==> src/hdl/olar_pkg.sv <==
// shared types and constants for the ordered list block
// no dependencies
package olar_pkg;

   localparam int DEPTH = 16;
   localparam int CNT_W = $clog2(DEPTH + 1);
   localparam int IDX_W = (DEPTH > 1) ? $clog2(DEPTH) : 1;
   localparam int VAL_W = 32;

   localparam logic [1:0] FUNC_APPEND = 2'd0;
   localparam logic [1:0] FUNC_REMOVE = 2'd1;
   localparam logic [1:0] FUNC_DUMP   = 2'd2;

   localparam logic [1:0] STAT_OK       = 2'd0;
   localparam logic [1:0] STAT_FULL     = 2'd1;
   localparam logic [1:0] STAT_NOTFOUND = 2'd2;
   localparam logic [1:0] STAT_EMPTY    = 2'd3;

   typedef struct packed {
      logic [1:0]              func;
      logic signed [VAL_W-1:0] value;
   } req_type;

   typedef struct packed {
      logic signed [VAL_W-1:0] item;
      logic                    last;
      logic [1:0]              status;
   } rsp_type;

   typedef enum logic [2:0] {
      CELL_HOLD,
      CELL_APPEND,
      CELL_MATCH,
      CELL_REMOVE,
      CELL_ROTATE
   } cell_op_type;

   // broadcast from the controller to every cell
   typedef struct packed {
      cell_op_type             op;
      logic [CNT_W-1:0]        count;
      logic [CNT_W-1:0]        last_idx;
      logic signed [VAL_W-1:0] wdata;
   } cell_ctl_type;

   typedef enum logic [2:0] {
      ST_IDLE  = 3'b001,
      ST_MATCH = 3'b010,
      ST_DUMP  = 3'b100
   } state_type;

endpackage

==> src/hdl/ordered_list_append_remove.sv <==
// Ordered list of up to DEPTH signed words, kept in insertion order.
// Request words (req_valid/req_ready, req_data: func, value):
//   append puts value at the tail, remove deletes the first equal entry
//   and closes the gap, dump streams every entry from head to tail.
// Response words (rsp_valid/rsp_ready, rsp_data: item, last, status):
//   one status word per append or remove, one word per entry on a dump
//   (last marks the tail), one empty-status word for a dump of an empty
//   list; unused func code is taken and gives nothing.
// Timing: append and every empty-list case answer at the accept edge
//   (visible the next cycle, one request per cycle while the output is
//   read); remove is a compare in every cell, then a shift behind the first
//   hit; a dump holds the input until its last word, words one per cycle
//   while the output is read, one rotation of the cell ring per word.
// A new request is taken only when the controller is idle and the output
//   register is empty or being read in that cycle.
// A stalled receiver holds the response word; a dump simply pauses.
// Reset (synchronous) empties the list; cell contents are not cleared and
//   no clearing pass runs.
// Depends on olar_pkg, olar_cell, olar_ctrl.
module ordered_list_append_remove (
   input  logic              clock,
   input  logic              reset,
   input  logic              req_valid,
   output logic              req_ready,
   input  olar_pkg::req_type req_data,
   output logic              rsp_valid,
   input  logic              rsp_ready,
   output olar_pkg::rsp_type rsp_data
);

   olar_pkg::cell_ctl_type            ctl;
   logic signed [olar_pkg::VAL_W-1:0] cell_value [olar_pkg::DEPTH];
   logic signed [olar_pkg::VAL_W-1:0] right_value [olar_pkg::DEPTH];
   logic [olar_pkg::DEPTH:0]          hit;

   assign hit[0] = 1'b0;

   olar_ctrl u_ctrl (
      .clock      (clock),
      .reset      (reset),
      .req_valid  (req_valid),
      .req_ready  (req_ready),
      .req_data   (req_data),
      .rsp_valid  (rsp_valid),
      .rsp_ready  (rsp_ready),
      .rsp_data   (rsp_data),
      .head_value (cell_value[0]),
      .any_hit    (hit[olar_pkg::DEPTH]),
      .ctl        (ctl)
   );

   for (genvar i = 0; i < olar_pkg::DEPTH; i++) begin : g_cell
      if (i == olar_pkg::DEPTH - 1) begin : g_end
         assign right_value[i] = cell_value[i];
      end else begin : g_mid
         assign right_value[i] = cell_value[i+1];
      end

      olar_cell u_cell (
         .clock       (clock),
         .ctl         (ctl),
         .cell_idx    (olar_pkg::IDX_W'(i)),
         .right_value (right_value[i]),
         .head_value  (cell_value[0]),
         .hit_in      (hit[i]),
         .hit_out     (hit[i+1]),
         .value       (cell_value[i])
      );
   end

endmodule

==> src/hdl/olar_cell.sv <==
// one list slot: holds a word, compares it, shifts from its right neighbor
// depends on olar_pkg
module olar_cell (
   input  logic                             clock,
   input  olar_pkg::cell_ctl_type           ctl,
   input  logic [olar_pkg::IDX_W-1:0]       cell_idx,
   input  logic signed [olar_pkg::VAL_W-1:0] right_value,
   input  logic signed [olar_pkg::VAL_W-1:0] head_value,
   input  logic                             hit_in,
   output logic                             hit_out,
   output logic signed [olar_pkg::VAL_W-1:0] value
);

   logic signed [olar_pkg::VAL_W-1:0] value_ff, value_in;
   logic                              match_ff, match_in;
   logic [olar_pkg::CNT_W-1:0]        idx_ext;
   logic                              in_range;

   assign idx_ext  = olar_pkg::CNT_W'(cell_idx);
   assign in_range = idx_ext < ctl.count;
   // a hit at or left of this slot means the slot closes the gap
   assign hit_out  = hit_in | match_ff;
   assign value    = value_ff;

   always_comb begin
      value_in = value_ff;
      match_in = match_ff;
      case (ctl.op)
         olar_pkg::CELL_APPEND: begin
            if (idx_ext == ctl.count) value_in = ctl.wdata;
         end
         olar_pkg::CELL_MATCH: begin
            match_in = in_range && (value_ff == ctl.wdata);
         end
         olar_pkg::CELL_REMOVE: begin
            if (hit_out) value_in = right_value;
         end
         olar_pkg::CELL_ROTATE: begin
            // tail slot takes the head word, the rest move one toward the head
            if (idx_ext == ctl.last_idx) value_in = head_value;
            else value_in = right_value;
         end
         default: begin
            value_in = value_ff;
         end
      endcase
   end

   always_ff @(posedge clock) begin
      value_ff <= value_in;
      match_ff <= match_in;
   end

endmodule

==> src/hdl/olar_ctrl.sv <==
// sequencer for the ordered list: decodes words, drives the cell row,
// holds the fill count and the output register; depends on olar_pkg
module olar_ctrl (
   input  logic                              clock,
   input  logic                              reset,
   input  logic                              req_valid,
   output logic                              req_ready,
   input  olar_pkg::req_type                 req_data,
   output logic                              rsp_valid,
   input  logic                              rsp_ready,
   output olar_pkg::rsp_type                 rsp_data,
   input  logic signed [olar_pkg::VAL_W-1:0] head_value,
   input  logic                              any_hit,
   output olar_pkg::cell_ctl_type            ctl
);

   olar_pkg::state_type         state_ff, state_in;
   logic [olar_pkg::CNT_W-1:0]  count_ff, count_in;
   logic [olar_pkg::IDX_W-1:0]  dump_ff, dump_in;
   logic                        rsp_valid_ff, rsp_valid_in;
   olar_pkg::rsp_type           rsp_ff, rsp_in;
   logic                        rsp_free;
   logic                        accept;
   logic                        load;
   logic                        dump_last;
   logic [olar_pkg::CNT_W-1:0]  last_idx;

   assign rsp_free  = !rsp_valid_ff || rsp_ready;
   assign req_ready = (state_ff == olar_pkg::ST_IDLE) && rsp_free;
   assign accept    = req_valid && req_ready;
   assign last_idx  = count_ff - olar_pkg::CNT_W'(1);
   assign dump_last = (olar_pkg::CNT_W'(dump_ff) == last_idx);
   assign rsp_valid = rsp_valid_ff;
   assign rsp_data  = rsp_ff;

   always_comb begin
      state_in     = state_ff;
      count_in     = count_ff;
      dump_in      = dump_ff;
      load         = 1'b0;
      rsp_in       = rsp_ff;
      ctl.op       = olar_pkg::CELL_HOLD;
      ctl.count    = count_ff;
      ctl.last_idx = last_idx;
      ctl.wdata    = req_data.value;
      case (state_ff)
         olar_pkg::ST_IDLE: begin
            if (accept) begin
               rsp_in.item = '0;
               rsp_in.last = 1'b1;
               case (req_data.func)
                  olar_pkg::FUNC_APPEND: begin
                     load = 1'b1;
                     if (count_ff < olar_pkg::CNT_W'(olar_pkg::DEPTH)) begin
                        ctl.op        = olar_pkg::CELL_APPEND;
                        count_in      = count_ff + olar_pkg::CNT_W'(1);
                        rsp_in.status = olar_pkg::STAT_OK;
                     end else begin
                        rsp_in.status = olar_pkg::STAT_FULL;
                     end
                  end
                  olar_pkg::FUNC_REMOVE: begin
                     if (count_ff == '0) begin
                        load          = 1'b1;
                        rsp_in.status = olar_pkg::STAT_EMPTY;
                     end else begin
                        ctl.op   = olar_pkg::CELL_MATCH;
                        state_in = olar_pkg::ST_MATCH;
                     end
                  end
                  olar_pkg::FUNC_DUMP: begin
                     if (count_ff == '0) begin
                        load          = 1'b1;
                        rsp_in.status = olar_pkg::STAT_EMPTY;
                     end else begin
                        dump_in  = '0;
                        state_in = olar_pkg::ST_DUMP;
                     end
                  end
                  default: begin
                     load = 1'b0;
                  end
               endcase
            end
         end
         olar_pkg::ST_MATCH: begin
            // output slot is free here: idle only accepted with it free
            ctl.op      = olar_pkg::CELL_REMOVE;
            load        = 1'b1;
            rsp_in.item = '0;
            rsp_in.last = 1'b1;
            if (any_hit) begin
               count_in      = count_ff - olar_pkg::CNT_W'(1);
               rsp_in.status = olar_pkg::STAT_OK;
            end else begin
               rsp_in.status = olar_pkg::STAT_NOTFOUND;
            end
            state_in = olar_pkg::ST_IDLE;
         end
         olar_pkg::ST_DUMP: begin
            if (rsp_free) begin
               // emit the head, then rotate so the next entry reaches the head
               ctl.op        = olar_pkg::CELL_ROTATE;
               load          = 1'b1;
               rsp_in.item   = head_value;
               rsp_in.last   = dump_last;
               rsp_in.status = olar_pkg::STAT_OK;
               dump_in       = dump_ff + olar_pkg::IDX_W'(1);
               if (dump_last) state_in = olar_pkg::ST_IDLE;
            end
         end
         default: begin
            state_in = olar_pkg::ST_IDLE;
         end
      endcase
      if (load) rsp_valid_in = 1'b1;
      else if (rsp_ready) rsp_valid_in = 1'b0;
      else rsp_valid_in = rsp_valid_ff;
   end

   always_ff @(posedge clock) begin
      if (reset) begin
         state_ff     <= olar_pkg::ST_IDLE;
         count_ff     <= '0;
         dump_ff      <= '0;
         rsp_valid_ff <= 1'b0;
      end else begin
         state_ff     <= state_in;
         count_ff     <= count_in;
         dump_ff      <= dump_in;
         rsp_valid_ff <= rsp_valid_in;
      end
   end

   always_ff @(posedge clock) begin
      if (load) rsp_ff <= rsp_in;
   end

endmodule

==> config.mk <==
export PLATFORM = sky130hd
export DESIGN_NAME = ordered_list_append_remove
export DESIGN_NICKNAME = d
export VERILOG_FILES = /design/src/hdl/olar_pkg.sv /design/src/hdl/ordered_list_append_remove.sv /design/src/hdl/olar_cell.sv /design/src/hdl/olar_ctrl.sv
export SDC_FILE = /design/constraint.sdc
export NUM_CORES = 1
export LEC_CHECK = 0
export BUFFER_PORTS_ARGS = -buffer_cell sky130_fd_sc_hd__buf_2
export CAP_MARGIN = 10
export CORE_MARGIN = 2
export CORE_UTILIZATION = 58
export DETAILED_ROUTE_END_ITERATION = 8
export PLACE_DENSITY = 0.75
export SETUP_SLACK_MARGIN = 0.05
export SLEW_MARGIN = 20
export SYNTH_ARGS = -nofsm -noshare
export SYNTH_HDL_FRONTEND = slang
export SYNTH_SLANG_ARGS = --single-unit
==> constraint.sdc <==
create_clock -name clock -period 5.9 [get_ports clock]
set_input_delay 1.18 -clock clock [delete_from_list [all_inputs] [get_ports clock]]
set_output_delay 1.18 -clock clock [all_outputs]
set_load 0.01 [all_outputs]
==> impl_metrics.json <==
{
  "status": "finished clean",
  "drc_errors": 0,
  "ant_nets": 0,
  "overflow": 0,
  "reg2reg_slack_ns": 1.46,
  "finalSetupViolations": 0,
  "crit_fanout": 32,
  "tns_ns": 0,
  "die_h_um": 235.7,
  "htree_levels": 2,
  "syn_inst": 2430,
  "syn_area_per_cell_um2": 12.81,
  "setup_slack_ns": 1.464,
  "syn_to_final_growth_pct": 8.185,
  "yosys_warnings": 0,
  "drive_gt1_share_pct": 11.30,
  "synth_edf_count": 563,
  "dp_hpwl_um": 69670,
  "netlist_area_um2": 31120,
  "intPower_mw": 7.048,
  "grt_max_degree": 66,
  "vdd_drop_max_v": 0.0002589,
  "critPathCaptureType": "flip-flop",
  "cts_resized": 0,
  "clock_latency_ns": 0.65,
  "p_leak_nw": 11.46,
  "cp-start-kind": "flip-flop",
  "postCtsSetupRepairBufs": 0,
  "r2r_cells": 8,
  "route.vias.total": 22420,
  "drt_iter0_drc": 3144,
  "regToRegStartpoint": "u_ctrl.count_ff[0]",
  "crit_type": "flip-flop to flip-flop",
  "worstPathArrival_ns": 4.64,
  "fin_crit_sh_pct": 75.19,
  "cts_buffers": 59,
  "finalNetCount": 2354,
  "worstHoldStart": "u_ctrl.dump_ff[3]",
  "hold_viol_final": 0,
  "holdPathStages": 2,
  "fin_worst_hold_slack_ns": 0.5414,
  "drv_cap": 0,
  "cts_max_path_buffers": 3,
  "worst_pin_slew_ns": 1.129,
  "pwr-share-seq_pct": 50.7,
  "fmax_ghz": 0.2254,
  "cts_root_buffer": "clkbuf_16",
  "clock_skew_ns": 0.02715,
  "rsz0062_at_grt": "no",
  "clk_pin_slew_ns": 0.06,
  "p_switching_mw": 2.339,
  "start_util_pct": 58.99,
  "grt_pass1_wl_um": 134500,
  "synth_seq_cells": 576,
  "drt_first_pass_iters": 6,
  "grt_pass1_vias": 21180,
  "netlist-cell-type-count": 61,
  "antenna_found_initial": 1,
  "swShare_pct": 24.92,
  "cts_tree": "yes",
  "pre_cts_ws_ns": 1.290,
  "routabilityCongestion": 0.9934,
  "synth_flop_cell": "edfxtp_1",
  "ioPinCount": 75,
  "port_buffers": 74,
  "wl_um": 92060,
  "cts_num_sinks": 576,
  "r2r-end": "g_cell[13].u_cell.value[10]",
  "ys_async_sr_fraction_pct": 0,
  "clockPowerShare_pct": 38.6,
  "dieArea_um2": 55530,
  "hp-class": "flip-flop to flip-flop",
  "grt_use_total_pct": 32.18,
  "fin_crit_ns": 4.436,
  "cellPowerDensity_nw_per_um2": 278.8,
  "cp_data_required_time_ns": 6.10,
  "min_delay_worst_endpoint": "u_ctrl.dump_ff[3]",
  "rows": 84,
  "viasPerCell": 7.366,
  "wl_per_cell_um": 30.25,
  "yosysSeqAreaShare_pct": 55.16,
  "combPwrFrac_pct": 10.6,
  "core_area_um2": 52760,
  "cts_hold_buf": 0,
  "slew_violations": 0,
  "syn-num-nets": 2479,
  "chipWidth_um": 235.7,
  "relSlewSlack_pct": 24.43
}
[per-stage QoR]
| step | instances | cell area (µm²) | utilization, % | power (mW) |
|---|---|---|---|---|
| after floorplan | 2430 | 31120 | - | 5.493 |
| after global placement | 2932 | 31780 | 60.24 | 5.770 |
| after detailed placement | 2932 | 31790 | 60.25 | 5.807 |
| after CTS | 3042 | 33630 | 63.75 | 9.361 |
| after global routing | 3043 | 33670 | 63.82 | 9.600 |
| final | 3043 | 33670 | 63.82 | 9.387 |
[power groups by stage]
stage | logic (mW) | clock network [mW] | registers (mW)
final | 1.00 | 3.63 | 4.76
after global routing | 1.04 | 3.79 | 4.77
after detailed placement | 0.964 | 0 | 4.84
after floorplan | 0.657 | 0 | 4.84
after CTS | 0.969 | 3.63 | 4.76
after global placement | 0.936 | 0 | 4.83
[layout by cell type (no fill, tap or decap), types with 4 or more instances in the layout]
cell,instances
edfxtp_1,563
a221o_1,448
xor2_1,306
xnor2_1,211
nor4_1,85
buf_2,74
a21o_1,68
and2_1,64
nand4_1,63
clkbuf_16,59
buf_4,49
and3_1,37
nor2_1,24
nor3_1,23
nand2_1,19
nand3_1,19
a21oi_1,17
inv_1,16
clkinv_1,14
clkbuf_1,13
clkinv_2,13
dfxtp_1,13
o21ai_0,12
a21oi_2,12
ha_1,11
nor2_2,9
nor2b_1,7
nor2_4,7
or3_1,6
nor3_2,5
a31oi_1,5
nor3b_2,4
or4_1,4
bufinv_16,4
clkinvlp_4,4
[worst max-delay path, cell delays in order (launching register included)]
cell	delay [ns]
dfxtp_1	0.78
inv_1	0.27
ha_1	0.44
nor4b_2	0.26
nor2_2	0.48
a21oi_2	0.09
buf_4	0.20
nor2_1	0.87
a31oi_4	0.57
[worst max path at each step]
stage	startpoint	depth (start not counted)	endpoint
after global routing	u_ctrl.count_ff[0]	8	g_cell[13].u_cell.value[10]
after global placement	req_data[32]	8	g_cell[1].u_cell.value[3]
after CTS	u_ctrl.count_ff[0]	8	g_cell[13].u_cell.value[10]
after floorplan	req_data[32]	8	g_cell[14].u_cell.value[0]
final	u_ctrl.count_ff[0]	8	g_cell[13].u_cell.value[10]
after detailed placement	req_data[32]	8	g_cell[7].u_cell.value[16]
[area by class of cell]
cell class                 instances  area, µm²
timing repair buffer             123      738.2
fill                            3786      19090
multi-input combinational       1529      13000
antenna                            1      2.502
clock buffer                      72       1525
sequential                       576      17170
clock inverter                    38      316.6
tap                              688      860.8
inverter                          16      60.06
[per-layer routing]
layer / share of wire (%) / wire [µm] / track usage (%) / up-vias
met3: 9.7 / 8973 / 3.987 / 274
met4: 7.7 / 7063 / 22.25 / 0
met1: 37 / 33700 / 41.12 / 11060
li1: - / - / - / 9385
met5: 0 / 0 / 0 / -
met2: 46 / 42320 / 51.50 / 1693
[Yosys cell counts (16+ instances only)]
cell,instances,share of area (%)
edfxtp_1,563,54
a221o_1,448,14
xor2_1,306,8.6
clkbuf_1,235,2.8
xnor2_1,211,5.9
nor4_1,85,1.7
buf_2,72,1.2
a21o_1,68,1.6
and2_1,64,1.3
nand4_1,63,1.3
nor2_1,39,0.47
and3_1,37,0.74
a21oi_1,30,0.48
nor3_1,28,0.45
nand2_1,19,0.23
nand3_1,19,0.31
inv_1,16,0.19
[sequential cells by signal (all words and copies together) (netlist names)]
name / flops
g_cell.u_cell.match_ff: 16
g_cell.u_cell.value: 512
u_ctrl.count_ff: 5
u_ctrl.dump_ff: 4
u_ctrl.rsp_data: 35
u_ctrl.rsp_valid: 1
u_ctrl.state_ff: 3
[kinds of logic after synthesis]
group / Yosys count / share of synthesized area (%)
fa+ha+maj: 11 / 0.4422
flops: 576 / 55.16
buf+inv: 325 / 4.209
compound gates: 613 / 18.32
mux: 2 / 0.06432
xor+xnor: 517 / 14.55
simple gates: 386 / 7.264
Note: power is estimated with default switching activity, not from simulation.
